[src/sv/ckat_pkg.sv]
// ----------------------------------------------------------------------------
// ckat_pkg
// Shared types and constants for the client keepalive aging table.
// ----------------------------------------------------------------------------
package ckat_pkg;

  localparam int IP_W      = 32;
  localparam int AGE_W     = 18;
  localparam int CFG_W     = 16;
  localparam int EVICT_W   = 5;
  localparam int CFG_ADDR_W = 1;

  // register indexes on the config port
  localparam logic [CFG_ADDR_W-1:0] REG_AGE_INTERVAL = 1'd0;
  localparam logic [CFG_ADDR_W-1:0] REG_AGE_TIMEOUT  = 1'd1;

  typedef enum logic [1:0] {
    OP_ADD    = 2'd0,
    OP_DELETE = 2'd1,
    OP_TICK   = 2'd2,
    OP_DRAIN  = 2'd3
  } op_t;

  typedef enum logic [1:0] {
    ST_IDLE,
    ST_SCAN,
    ST_FINISH
  } state_t;

  // one word of the entry memory
  typedef struct packed {
    logic [IP_W-1:0]  ip;
    logic [AGE_W-1:0] age;
  } entry_t;

  // one result beat
  typedef struct packed {
    logic               last;
    logic [EVICT_W-1:0] evicted_count;
    logic [IP_W-1:0]    drained_ip;
    logic               table_full;
    logic               done_flag;
  } res_t;

endpackage

[src/sv/ckat_entry_ram.sv]
// ----------------------------------------------------------------------------
// ckat_entry_ram
// Simple dual-port entry memory: one write and one registered read per cycle.
// ----------------------------------------------------------------------------
module ckat_entry_ram #(
  parameter int DEPTH  = 16,
  parameter int ADDR_W = 4
) (
  input  logic                 clk,
  input  logic                 rd_en,
  input  logic [ADDR_W-1:0]    rd_addr,
  output ckat_pkg::entry_t     rd_data,
  input  logic                 wr_en,
  input  logic [ADDR_W-1:0]    wr_addr,
  input  ckat_pkg::entry_t     wr_data
);
  import ckat_pkg::*;

  entry_t mem [DEPTH];

  always_ff @(posedge clk) begin
    if (wr_en) begin
      mem[wr_addr] <= wr_data;
    end
  end

  // read data holds while rd_en is low, so the scan can stall on it
  always_ff @(posedge clk) begin
    if (rd_en) begin
      rd_data <= mem[rd_addr];
    end
  end

endmodule

[src/sv/ckat_out_reg.sv]
// ----------------------------------------------------------------------------
// ckat_out_reg
// Output register for result beats; frees the engine from downstream stalls.
// ----------------------------------------------------------------------------
module ckat_out_reg (
  input  logic             clk,
  input  logic             rst,
  input  logic             push,
  input  ckat_pkg::res_t   push_res,
  output logic             can_take,
  output logic             m_valid,
  input  logic             m_ready,
  output ckat_pkg::res_t   m_res
);
  import ckat_pkg::*;

  assign can_take = !m_valid || m_ready;

  always_ff @(posedge clk) begin
    if (rst) begin
      m_valid <= 1'b0;
    end else if (push) begin
      m_valid <= 1'b1;
    end else if (m_ready) begin
      m_valid <= 1'b0;
    end
  end

  always_ff @(posedge clk) begin
    if (push) begin
      m_res <= push_res;
    end
  end

endmodule

[src/sv/ckat_engine.sv]
// ----------------------------------------------------------------------------
// ckat_engine
// Operation sequencer: scans the entry memory slot by slot, keeps the valid
// bits and builds the result beats.
// ----------------------------------------------------------------------------
module ckat_engine #(
  parameter int TABLE_SLOTS = 16,
  parameter int SLOT_W      = 4
) (
  input  logic                           clk,
  input  logic                           rst,
  input  logic                           in_valid,
  output logic                           in_ready,
  input  ckat_pkg::op_t                  in_op,
  input  logic [ckat_pkg::IP_W-1:0]      in_ip,
  input  logic [ckat_pkg::CFG_W-1:0]     age_interval,
  input  logic [ckat_pkg::CFG_W-1:0]     age_timeout,
  output logic                           ram_rd_en,
  output logic [SLOT_W-1:0]              ram_rd_addr,
  input  ckat_pkg::entry_t               ram_rd_data,
  output logic                           ram_wr_en,
  output logic [SLOT_W-1:0]              ram_wr_addr,
  output ckat_pkg::entry_t               ram_wr_data,
  input  logic                           out_can_take,
  output logic                           out_push,
  output ckat_pkg::res_t                 out_res
);
  import ckat_pkg::*;

  localparam int PTR_W = $clog2(TABLE_SLOTS + 1);
  localparam int CNT_W = $clog2(TABLE_SLOTS + 1);
  localparam logic [PTR_W-1:0] PTR_END = PTR_W'(TABLE_SLOTS);

  state_t state, state_next;

  logic [TABLE_SLOTS-1:0] slot_valid;
  op_t                    op_q;
  logic [IP_W-1:0]        ip_q;
  logic [PTR_W-1:0]       ptr;
  logic                   s1_valid;
  logic [SLOT_W-1:0]      s1_slot;
  logic                   hit;
  logic [SLOT_W-1:0]      hit_slot;
  logic                   free_found;
  logic [SLOT_W-1:0]      free_slot;
  logic [CNT_W-1:0]       evict_cnt;
  logic                   pend_valid;
  logic [IP_W-1:0]        pend_ip;

  logic                   accept;
  logic                   s1_live;
  logic                   match;
  logic                   scan_end;
  logic                   stall;
  logic                   advance;
  logic [AGE_W-1:0]       age_sum;
  logic [AGE_W-1:0]       age_start;
  logic                   evict;
  logic [CNT_W+EVICT_W-1:0] cnt_ext;
  logic                   add_insert;

  assign accept    = in_valid && in_ready;
  assign s1_live   = s1_valid && slot_valid[s1_slot];
  assign match     = s1_live && (ram_rd_data.ip == ip_q);
  assign scan_end  = (ptr == PTR_END) && !s1_valid;
  // a drain beat goes out only when the previous found address is pending
  assign stall     = (op_q == OP_DRAIN) && s1_live && pend_valid && !out_can_take;
  assign advance   = (state == ST_SCAN) && !stall && !scan_end;
  assign age_sum   = ram_rd_data.age + {2'b00, age_interval};
  assign age_start = '0 - {2'b00, age_interval};
  assign evict     = $signed(age_sum) > $signed({2'b00, age_timeout});
  assign cnt_ext   = (CNT_W+EVICT_W)'(evict_cnt);
  assign add_insert = !hit && free_found;

  always_ff @(posedge clk) begin
    if (rst) begin
      state <= ST_IDLE;
    end else begin
      state <= state_next;
    end
  end

  always_comb begin
    state_next  = state;
    in_ready    = 1'b0;
    ram_rd_en   = 1'b0;
    ram_rd_addr = ptr[SLOT_W-1:0];
    ram_wr_en   = 1'b0;
    ram_wr_addr = s1_slot;
    ram_wr_data = '{ip: ram_rd_data.ip, age: age_sum};
    out_push    = 1'b0;
    out_res     = '0;
    unique case (state)
      ST_IDLE: begin
        in_ready = 1'b1;
        if (in_valid) begin
          state_next = ST_SCAN;
        end
      end
      ST_SCAN: begin
        ram_rd_en = advance && (ptr != PTR_END);
        if (op_q == OP_TICK) begin
          ram_wr_en = advance && s1_live;
        end
        if (op_q == OP_DRAIN) begin
          out_push = advance && s1_live && pend_valid;
          out_res.done_flag  = 1'b1;
          out_res.drained_ip = pend_ip;
        end
        if (scan_end) begin
          state_next = ST_FINISH;
        end
      end
      ST_FINISH: begin
        out_push     = out_can_take;
        out_res.last = 1'b1;
        unique case (op_q)
          OP_ADD: begin
            out_res.done_flag  = add_insert;
            out_res.table_full = !hit && !free_found;
            ram_wr_en   = out_can_take && (hit || free_found);
            ram_wr_addr = hit ? hit_slot : free_slot;
            ram_wr_data = '{ip: ip_q, age: age_start};
          end
          OP_DELETE: begin
            out_res.done_flag = hit;
          end
          OP_TICK: begin
            out_res.evicted_count = cnt_ext[EVICT_W-1:0];
          end
          OP_DRAIN: begin
            out_res.done_flag  = pend_valid;
            out_res.drained_ip = pend_valid ? pend_ip : '0;
          end
          default: begin
          end
        endcase
        if (out_can_take) begin
          state_next = ST_IDLE;
        end
      end
      default: begin
        state_next = ST_IDLE;
      end
    endcase
  end

  always_ff @(posedge clk) begin
    if (rst) begin
      slot_valid <= '0;
      s1_valid   <= 1'b0;
      pend_valid <= 1'b0;
      hit        <= 1'b0;
      free_found <= 1'b0;
      evict_cnt  <= '0;
      ptr        <= '0;
    end else begin
      if (accept) begin
        op_q       <= in_op;
        ip_q       <= in_ip;
        ptr        <= '0;
        s1_valid   <= 1'b0;
        hit        <= 1'b0;
        free_found <= 1'b0;
        evict_cnt  <= '0;
        pend_valid <= 1'b0;
      end
      if (advance) begin
        if (ptr != PTR_END) begin
          ptr <= ptr + PTR_W'(1);
        end
        s1_valid <= ram_rd_en;
        s1_slot  <= ptr[SLOT_W-1:0];
        case (op_q)
          OP_ADD: begin
            if (match) begin
              hit      <= 1'b1;
              hit_slot <= s1_slot;
            end
            // remember the lowest free slot
            if (s1_valid && !slot_valid[s1_slot] && !free_found) begin
              free_found <= 1'b1;
              free_slot  <= s1_slot;
            end
          end
          OP_DELETE: begin
            if (match) begin
              hit                 <= 1'b1;
              slot_valid[s1_slot] <= 1'b0;
            end
          end
          OP_TICK: begin
            if (s1_live && evict) begin
              slot_valid[s1_slot] <= 1'b0;
              evict_cnt           <= evict_cnt + CNT_W'(1);
            end
          end
          default: begin
            // drain: hold one address back so the final beat can carry last
            if (s1_live) begin
              slot_valid[s1_slot] <= 1'b0;
              pend_ip             <= ram_rd_data.ip;
              pend_valid          <= 1'b1;
            end
          end
        endcase
      end
      if ((state == ST_FINISH) && out_can_take && (op_q == OP_ADD) && add_insert) begin
        slot_valid[free_slot] <= 1'b1;
      end
    end
  end

endmodule

[src/sv/client_keepalive_aging_table.sv]
// ----------------------------------------------------------------------------
// client_keepalive_aging_table
// Table of client addresses with per-entry aging, add/delete/tick/drain.
// ----------------------------------------------------------------------------
// Each input beat is one operation and is handled alone: the engine sweeps
// the entry memory one slot per cycle through its single read port and
// takes no new operation until the previous one has finished. A drain
// takes the same sweep and emits one beat per stored address in slot
// order, the last one flagged with tlast; downstream backpressure stretches
// the sweep. An empty drain gives a single all-zero beat with tlast. The
// result register lets the next operation be accepted while the final
// beat of the previous one still waits.
// ----------------------------------------------------------------------------
module client_keepalive_aging_table #(
  parameter int TABLE_SLOTS = 16
) (
  input  logic                              clk,
  input  logic                              rst,
  // config write port
  input  logic                              cfg_we,
  input  logic [ckat_pkg::CFG_ADDR_W-1:0]   cfg_addr,
  input  logic [ckat_pkg::CFG_W-1:0]        cfg_data,
  // operation stream
  input  logic                              s_tvalid,
  output logic                              s_tready,
  input  logic [31:0]                       s_tdata,   // [31:0] client_ip
  input  logic [1:0]                        s_tuser,   // [1:0] operation
  // result stream
  output logic                              m_tvalid,
  input  logic                              m_tready,
  // [0] done_flag, [1] table_full, [33:2] drained_ip, [38:34] evicted_count,
  // [39] zero
  output logic [39:0]                       m_tdata,
  output logic                              m_tlast
);
  import ckat_pkg::*;

  localparam int SLOT_W = (TABLE_SLOTS > 1) ? $clog2(TABLE_SLOTS) : 1;

  logic [CFG_W-1:0]  age_interval;
  logic [CFG_W-1:0]  age_timeout;

  logic              ram_rd_en;
  logic [SLOT_W-1:0] ram_rd_addr;
  entry_t            ram_rd_data;
  logic              ram_wr_en;
  logic [SLOT_W-1:0] ram_wr_addr;
  entry_t            ram_wr_data;

  logic              out_can_take;
  logic              out_push;
  res_t              out_res;
  res_t              m_res;

  always_ff @(posedge clk) begin
    if (rst) begin
      age_interval <= CFG_W'(1);
      age_timeout  <= CFG_W'(3);
    end else if (cfg_we) begin
      unique case (cfg_addr)
        REG_AGE_INTERVAL: age_interval <= cfg_data;
        REG_AGE_TIMEOUT:  age_timeout  <= cfg_data;
        default: begin
        end
      endcase
    end
  end

  ckat_entry_ram #(
    .DEPTH  (TABLE_SLOTS),
    .ADDR_W (SLOT_W)
  ) u_ram (
    .clk     (clk),
    .rd_en   (ram_rd_en),
    .rd_addr (ram_rd_addr),
    .rd_data (ram_rd_data),
    .wr_en   (ram_wr_en),
    .wr_addr (ram_wr_addr),
    .wr_data (ram_wr_data)
  );

  ckat_engine #(
    .TABLE_SLOTS (TABLE_SLOTS),
    .SLOT_W      (SLOT_W)
  ) u_engine (
    .clk          (clk),
    .rst          (rst),
    .in_valid     (s_tvalid),
    .in_ready     (s_tready),
    .in_op        (op_t'(s_tuser)),
    .in_ip        (s_tdata),
    .age_interval (age_interval),
    .age_timeout  (age_timeout),
    .ram_rd_en    (ram_rd_en),
    .ram_rd_addr  (ram_rd_addr),
    .ram_rd_data  (ram_rd_data),
    .ram_wr_en    (ram_wr_en),
    .ram_wr_addr  (ram_wr_addr),
    .ram_wr_data  (ram_wr_data),
    .out_can_take (out_can_take),
    .out_push     (out_push),
    .out_res      (out_res)
  );

  ckat_out_reg u_out (
    .clk      (clk),
    .rst      (rst),
    .push     (out_push),
    .push_res (out_res),
    .can_take (out_can_take),
    .m_valid  (m_tvalid),
    .m_ready  (m_tready),
    .m_res    (m_res)
  );

  assign m_tdata = {1'b0, m_res.evicted_count, m_res.drained_ip,
                    m_res.table_full, m_res.done_flag};
  assign m_tlast = m_res.last;

  // one operation at a time: no accept right after an accept
  a_one_at_a_time: assert property (@(posedge clk) disable iff (rst)
    s_tvalid && s_tready |=> !s_tready)
    else $error("operation accepted while previous one in progress");

  // only drain beats come without tlast, and each carries an address
  a_mid_beat_is_drain: assert property (@(posedge clk) disable iff (rst)
    m_tvalid && !m_tlast |-> m_tdata[0] && !m_tdata[1] && (m_tdata[38:34] == 5'd0))
    else $error("non-final beat that is not a drained entry");

  // an add cannot both insert and report a full table
  a_full_excl_done: assert property (@(posedge clk) disable iff (rst)
    m_tvalid |-> !(m_tdata[0] && m_tdata[1]))
    else $error("done_flag and table_full both set");

endmodule
[config.mk]
export PLATFORM = sky130hd
export DESIGN_NAME = client_keepalive_aging_table
export DESIGN_NICKNAME = d
export VERILOG_FILES = /design/src/sv/ckat_pkg.sv /design/src/sv/ckat_entry_ram.sv /design/src/sv/ckat_out_reg.sv /design/src/sv/ckat_engine.sv /design/src/sv/client_keepalive_aging_table.sv
export SDC_FILE = /design/constraint.sdc
export NUM_CORES = 1
export LEC_CHECK = 0
export ABC_AREA = 1
export ABC_CLOCK_PERIOD_IN_PS = 16250
export BUFFER_PORTS_ARGS = -buffer_cell sky130_fd_sc_hd__buf_4
export CORE_MARGIN = 5
export CORE_UTILIZATION = 33
export DETAILED_ROUTE_END_ITERATION = 8
export GPL_TIMING_DRIVEN = 0
export HOLD_SLACK_MARGIN = 0.03
export PLACE_DENSITY = 0.53
export SYNTH_ARGS = -nofsm -noshare
export SYNTH_HDL_FRONTEND = slang
export SYNTH_SLANG_ARGS = --single-unit
export TNS_END_PERCENT = 30
[constraint.sdc]
create_clock -name clk -period 16.25 [get_ports clk]
set_clock_uncertainty 0.2 [all_clocks]
set_input_delay 2.4375 -clock clk [delete_from_list [all_inputs] [get_ports clk]]
set_output_delay 2.4375 -clock clk [all_outputs]
set_load 0.01 [all_outputs]
Word-level counts from Yosys, hierarchy flattened
Memory sizes are Yosys's and may differ from the RTL's. A register that Yosys moved wholly into a read port is not among the register bits.
Index checks and enable logic that the tools add are counted.
- memories: 1
- word-level logic and storage cells: 161
- bits of input ports: 56
- flip-flop bits (word level): 183
- output and inout port bits: 43
- RAM bits: 800
- bitwise logic cells: 6
- equality and inequality tests: 11
- reductions and logical operators: 49
- add/sub/neg operators: 4
- muxes and demuxes: 63
- order comparisons: 5
- memory list (memory ; depth ; bits a word ; rd ports ; clocked after Yosys merged registers in ; write ports ; RTL line ; text):
    u_ram.mem ; 16 ; 50 ; 1 ; 1 ; 1 ; ckat_entry_ram.sv:19 ; entry_t mem [DEPTH];
- operators by type and width (operator ; count):
    two-way mux 50 bit ; 2
    two-way mux 16 bit ; 6
    two-way mux 32 bit ; 3
    one-hot mux 32 bit (2 select lines) ; 1
    one-hot mux 16 bit (3 select lines) ; 1
    two-way mux 5 bit ; 8
    equality test 32 bit ; 1
    two-way mux 1 bit ; 27
    logical AND 1 bit ; 23
    adder 18 x 16 -> 18 bit ; 1
    > comparator 18 x 17 -> 1 bit ; 1
    subtractor 1 x 16 -> 17 bit (first input constant) ; 1
    bitwise AND 16 bit ; 1
    inverter 16 bit ; 1
    bitwise OR 16 bit ; 1
    two-way mux 4 bit ; 3
    AND reduction 2 bit ; 6
    AND reduction 4 bit ; 3
    adder 5 x 1 -> 5 bit (second input constant) ; 2
    less-than comparator 4 x 5 -> 1 bit (second input constant) ; 2
    demux 1 bit (select 4 bit) ; 2
    greater-or-equal comparator 4 x 1 -> 1 bit (second input constant) ; 2
    logical NOT 1 bit ; 8
    equality test 2 bit (second input constant) ; 3
    other kinds (18) ; 29

Longest topological paths before layout
- depth in word-level cells: 14
- mapped depth: 25

Cells and area by module
Synthesis repeated with hierarchy kept, for this count alone.
- cell total of the unflattened synthesis: 4445
- area total of the unflattened synthesis: 45625.0 µm²
- modules (own cells, without submodules) (module ; cells each ; sequential area each (µm²) ; area an instance (µm²) ; times used):
    ckat_entry_ram ; 3298 ; 25524.5 ; 35967.0 ; 1
    ckat_engine ; 927 ; 2982.9 ; 7106.8 ; 1
    client_keepalive_aging_table ; 175 ; 640.6 ; 1307.5 ; 1
    ckat_out_reg ; 45 ; 1221.2 ; 1243.7 ; 1

Worst setup path after synthesis
Ideal clock, no wire load.
- path type: input to register
- start: in m_tready
- end: mem u_ram.mem[11][0] in the netlist's numbering, enable pin
- setup slack: 7.790 ns
- cell stages on the path: 6
- setup time: 0.582 ns
- arrival: 7.678 ns
- path buffers: 0
- required time: 15.468 ns
- cells stage by stage: nor2_1 -> nand2_1 -> nand4_2 -> nand2_1 -> nand2_1 -> nor4_1
- cells in the longest elaborated chain, start to end: 11
- elaborated cells on any way between the ends: 13
- ends and longest elaborated chain (item ; RTL line ; text):
    start, declared ; client_keepalive_aging_table.sv:30 ; input logic m_tready,
    logical OR 1 bit (*) ; ckat_out_reg.sv:17 ; assign can_take = !m_valid || m_ready;
    logical NOT 1 bit ; ckat_engine.sv:67 ; assign stall = (op_q == OP_DRAIN) && s1_live && pend_valid && !out_can_take;
    logical AND 1 bit ; ckat_engine.sv:67 ;
    logical NOT 1 bit ; ckat_engine.sv:68 ; assign advance = (state == ST_SCAN) && !stall && !scan_end;
    logical AND 1 bit (2 in a row) ; ckat_engine.sv:68 ;
    logical AND 1 bit ; ckat_engine.sv:103 ; ram_wr_en = advance && s1_live;
    two-way mux 1 bit ; ckat_engine.sv:102 ; if (op_q == OP_TICK) begin
    one-hot mux 1 bit (2 select lines) (*) ; ckat_engine.sv:93 ; unique case (state)
    two-way mux 1 bit (*) ; ckat_entry_ram.sv:22 ; if (wr_en) begin
    two-way mux 1 bit (implied by the code) (*) ; ckat_entry_ram.sv:23 ; mem[wr_addr] <= wr_data;
    end, declared ; ckat_entry_ram.sv:19 ;
Every way passes the cells marked *; elsewhere a longest branch is shown, timed or not.

Final worst setup path
- start: reg u_engine.ptr[0]
- end: mem u_ram.mem[13][25] in the netlist's numbering, enable pin
- cells in the longest elaborated chain, start to end: 9
- ends and longest elaborated chain (item ; RTL line ; text):
    start, declared ; ckat_engine.sv:39 ; logic [PTR_W-1:0] ptr;
    start signal, assigned ; ckat_engine.sv:170 ; ptr <= ptr + PTR_W'(1);
    equality test 5 bit ; ckat_engine.sv:65 ; assign scan_end = (ptr == PTR_END) && !s1_valid;
    logical AND 1 bit ; ckat_engine.sv:65 ;
    logical NOT 1 bit ; ckat_engine.sv:68 ;
    logical AND 1 bit ; ckat_engine.sv:68 ;
    logical AND 1 bit ; ckat_engine.sv:103 ;
    two-way mux 1 bit ; ckat_engine.sv:102 ;
    one-hot mux 1 bit (2 select lines) ; ckat_engine.sv:93 ;
    two-way mux 1 bit ; ckat_entry_ram.sv:22 ;
    two-way mux 1 bit (implied by the code) ; ckat_entry_ram.sv:23 ;
Every way passes these cells.

==> run summary <==
The floorplan step defined a die boundary enclosing 133400 um2. For this run, the number of Yosys warnings is 0. The post-CTS clock slew at the launch and capture registers of the worst setup and hold paths works out to 0.06 ns. The clock net in this run drives a total of 1033 sinks. Root buffer selected by CTS: sky130_fd_sc_hd__clkbuf_16. For the upper clock frequency limit, the log shows 0.1896 GHz. The routed layout has 27430 vias. TritonCTS built the clock tree. For the total setup violations reported at the end of the flow, the log shows 0.

The transition at the pin with the smallest max-transition slack was 1.313 ns; the largest fanout of any net on the critical path was 10. For this design, the slowest cell found on the critical path is sky130_fd_sc_hd__nor4_2. Data arrives at the worst endpoint at 5.47 ns. The logs give 84.19 mm for the detailed-placement wirelength estimate and 54 for the largest net degree at the start of global routing.

In this run the post-CTS setup repair buffer count came out at 0. The detailed router put a total of 54.00 mm of wire on met1. At the worst endpoint, the required time is 16.44 ns. After synthesis, the cell types taking the most area are sky130_fd_sc_hd__edfxtp_1 70%, sky130_fd_sc_hd__o21ai_0 5.5%, sky130_fd_sc_hd__nor2_1 4.6%, sky130_fd_sc_hd__nand2_1 3.7%, sky130_fd_sc_hd__dfxtp_1 3.1%. Among the stages of the critical path, the cell type that occurs most often is sky130_fd_sc_hd__buf_4. Using the TritonRoute via totals, the vias-per-cell ratio works out to 5.130. In this run the power density over the cells is 134.5 nW/um2.

After detailed routing, the total wire length is 122.9 mm. The length of the first detailed-routing pass in iterations came out at 6. The longest clock path from root to sink contains 3 buffers. The number of slew-limit violations in the final report was 0. In the synthesized netlist, the cells that appear most often are 968 x sky130_fd_sc_hd__edfxtp_1, 509 x sky130_fd_sc_hd__nor2_1, 461 x sky130_fd_sc_hd__o21ai_0, 413 x sky130_fd_sc_hd__nand2_1, 176 x sky130_fd_sc_hd__clkbuf_1. The area inside the core boundary was 125600 um2; the width of the chip was 365.3 um.

In this run the core area contains 130 standard-cell rows. The tools report the final hold violation count as 0. Counting every net in the synthesized netlist gives 3419. The area growth from synthesis to layout is 17.75%. Routability-driven placement finished with a final weighted congestion of 0.8117.

The tools report the remaining routing DRC violations as 0. For the number of buffers inserted during clock tree synthesis, the log shows 107. The type of the setup path with the least slack was flop to flop.

The first global-routing pass estimated 179.3 mm of wire. At the later pin of the worst-skew pair, clock insertion delay measures 0.71 ns. The smallest clock period supported by the final layout is computed as 5.275 ns. The run gives 3 as the H-tree depth. sky130_fd_sc_hd__edfxtp_1 is the most common cell in the netlist. Summing all placed instances gives a cell area of 45520 um2. Max-cap violations in this run came to 0. In this run the static leakage power is 16.31 nW. The ratio of cells with drive above 1 in the final layout works out to 10.86%.

Setup repair after global routing left no endpoint under its margin. The synthesized design devotes to its leading area cell type 69.79% of total area. Kind of cell adding the most delay to the critical path: buffers and inverters. The synthesized instance count is 3323, and the aggregate negative setup slack is 0 ns.

STA classifies the critical path endpoint as a flop. The final net count came out at 3702. The worst path buffer plus inverter count is 10.

The share of synthesized registers carrying an async set or reset is 0%, and the average instance area after synthesis is 12.53 um2. Walking the worst path, the cells encountered are buf_2 -> buf_2 -> inv_2 -> buf_2 -> buf_1 -> ha_1 -> nand4_1 -> o21ai_1 -> inv_1 -> nand4_2 -> nand2_1 -> nand2_1 -> nor4_2 -> buf_4 -> buf_4 -> buf_4 -> buf_4. Power comes to 0.006599 W.

The number of antenna violations at the first check in global routing came out at 4. The highest cell delay on the worst timing path was 0.65 ns. Detailed routing placed a total of 57.66 mm of wire on met2. The initial core utilization is 33.17%. The tools report the tightest slew margin relative to the limit as 12.47%. The count of instances resized after the clock tree is built is 0. The run finished with clean final reports. The number of placed I/O pins came out at 99. The post-route standard cell area excluding fillers came out at 49050 um2.

The tools report the number of different library cells in the post-synthesis netlist as 49. The tools report the minimum setup slack among reg-to-reg paths as 10.97 ns. The mapped cell area was 41650 um2.

Type of the tightest min-delay check: flop to flop. VDD sags by at most 0.08262 mV. After clock tree synthesis, the flow added hold-fix buffers numbering 0. The tools report the category of the worst setup path launch point as a flop. Summed over all instances, the cell type with the most area after synthesis is sky130_fd_sc_hd__edfxtp_1.

The average wire per cell in the routed design is 22.98 um, and the number of nets still failing antenna checks after routing is 0. Hold timing on the final database bottoms out at a slack of 0.2601 ns. The number of global-route vias before repair was 26530. Wire segments on met3 add up to 8.215 mm in the final route. The main flop type after synthesis is sky130_fd_sc_hd__edfxtp_1. The count of buffers added on input and output ports is 96.

The total routing usage reported by global routing was 18.09%. The synthesized design contains 968 enable-type register cells. The flop and latch count out of synthesis is 1033.

The highest routing layer actually used was met4. The proportion of synthesized chip area in sequential cells is 72.91%, and the chip height is 365.3 um. The share of the clock period used by the worst path is 32.46%, and the starting DRC count in detailed routing is 2413. The total congestion overflow after global routing is 0.
metrics by stage:
step           std cells  utilization (%)  setup slack, ns
4_1_cts             5344            39.05            10.96
5_1_grt             5344            39.05            10.74
3_3_place_gp        5069            35.39            1.975
3_5_place_dp        5147            36.25            10.88
2_1_floorplan       3323                -            7.790
6_report            5347            39.06            10.97
final timing paths:
| check | startpoint | end | depth (start not counted) |
|---|---|---|---|
| max | u_engine.ptr[0]$_SDFF_PP0_ | u_ram.mem[13][25]$_DFFE_PP_ | 17 |
| min | age_timeout[9]$_SDFFE_PP0P_ | age_timeout[9]$_SDFFE_PP0P_ | 2 |
| max reg2reg | u_engine.ptr[0]$_SDFF_PP0_ | u_ram.mem[13][25]$_DFFE_PP_ | 17 |
| min reg2reg | age_timeout[9]$_SDFFE_PP0P_ | age_timeout[9]$_SDFFE_PP0P_ | 2 |
cell usage in the layout, fill, tap and decap left out, types with 5 or more instances in the layout:
cell type,synthesis,routed
sky130_fd_sc_hd__clkbuf_16,0,107
sky130_fd_sc_hd__clkinv_1,1,31
sky130_fd_sc_hd__ha_1,39,39
sky130_fd_sc_hd__clkbuf_1,176,191
sky130_fd_sc_hd__nor4_2,0,5
sky130_fd_sc_hd__o22ai_1,123,123
sky130_fd_sc_hd__xor2_1,33,33
sky130_fd_sc_hd__buf_1,9,9
sky130_fd_sc_hd__o21ai_1,4,15
sky130_fd_sc_hd__nand4_1,13,13
sky130_fd_sc_hd__o221ai_1,77,77
sky130_fd_sc_hd__inv_1,93,92
sky130_fd_sc_hd__nor2_4,1,14
sky130_fd_sc_hd__inv_2,6,6
sky130_fd_sc_hd__nand3_1,104,104
sky130_fd_sc_hd__nor2_1,509,496
sky130_fd_sc_hd__nor3_1,10,10
sky130_fd_sc_hd__buf_4,1,145
sky130_fd_sc_hd__bufinv_16,0,13
sky130_fd_sc_hd__nor3b_1,32,32
sky130_fd_sc_hd__edfxtp_1,968,968
sky130_fd_sc_hd__nand2_1,413,413
sky130_fd_sc_hd__o21ai_0,461,450
sky130_fd_sc_hd__o211ai_1,25,25
sky130_fd_sc_hd__buf_6,2,5
sky130_fd_sc_hd__clkinv_2,0,20
sky130_fd_sc_hd__buf_12,0,21
sky130_fd_sc_hd__buf_2,5,6
sky130_fd_sc_hd__xnor2_1,27,27
sky130_fd_sc_hd__a21oi_1,59,58
sky130_fd_sc_hd__nand2_2,13,13
sky130_fd_sc_hd__dfxtp_1,65,65
sky130_fd_sc_hd__a21oi_2,10,11
power by group:
group	switching [W]	internal (W)
sequential	0.0000367	0.00313
combinational	0.000729	0.000228
clock	0.00105	0.00142
total	0.00182	0.00478
metal layers:
metal | vias to the layer above | track usage (%)
met2 | 938 | 29.35
met3 | 176 | 3.281
met5 | - | 0
met1 | 13620 | 25.04
met4 | 0 | 5.137
li1 | 12700 | -
final cells by class:
| class | instances | area [um2] |
|---|---|---|
| plain buffers | 194 | 765.7 |
| inverters | 101 | 384.1 |
| fillers | 11940 | 76520 |
| multi-input cells | 1995 | 10270 |
| diodes | 3 | 7.507 |
| clock inverters | 74 | 783.3 |
| well taps | 1650 | 2064 |
| flip-flops and latches | 1033 | 30370 |
| repair buffers | 174 | 1665 |
| clock buffers | 123 | 2738 |
tightest hold or removal path, delay by kind of cell, from the launching register on:
family,cells,cell delay (ns)
flip-flops,1,0.29
buffers and inverters,1,0.06
AO/OA/AOI/OAI,1,0.06
sequential cells by signal (all words and copies together) (netlist names):
signal               flops
u_engine.slot_valid     16
u_engine.s1_slot         4
u_engine.free_slot       4
u_engine.op_q            2
u_engine.state           2
u_engine.free_found      1
u_engine.ip_q           32
u_engine.pend_valid      1
u_engine.ptr             5
u_engine.hit             1
age_interval            16
u_engine.evict_cnt       5
u_out.m_res             40
u_out.m_valid            1
u_engine.s1_valid        1
u_ram.mem              800
u_engine.pend_ip        32
u_engine.hit_slot        4
u_ram.rd_data           50
age_timeout             16
cell families (layout without fill, tap and decap cells):
kind of cell / count (synthesis) / count (layout) / share of synthesized area [%]
AOI/OAI and AO/OA: 777 / 777 / 10.76
xor gates and xnor gates: 60 / 60 / 1.262
adders and majority gates: 40 / 40 / 1.220
buffers and inverters: 295 / 666 / 2.752
DFF: 1033 / 1033 / 72.91
other: 1 / 4 / 0.009003
and+or+nand+nor: 1117 / 1117 / 11.09
(Power assumes the default switching activity.)
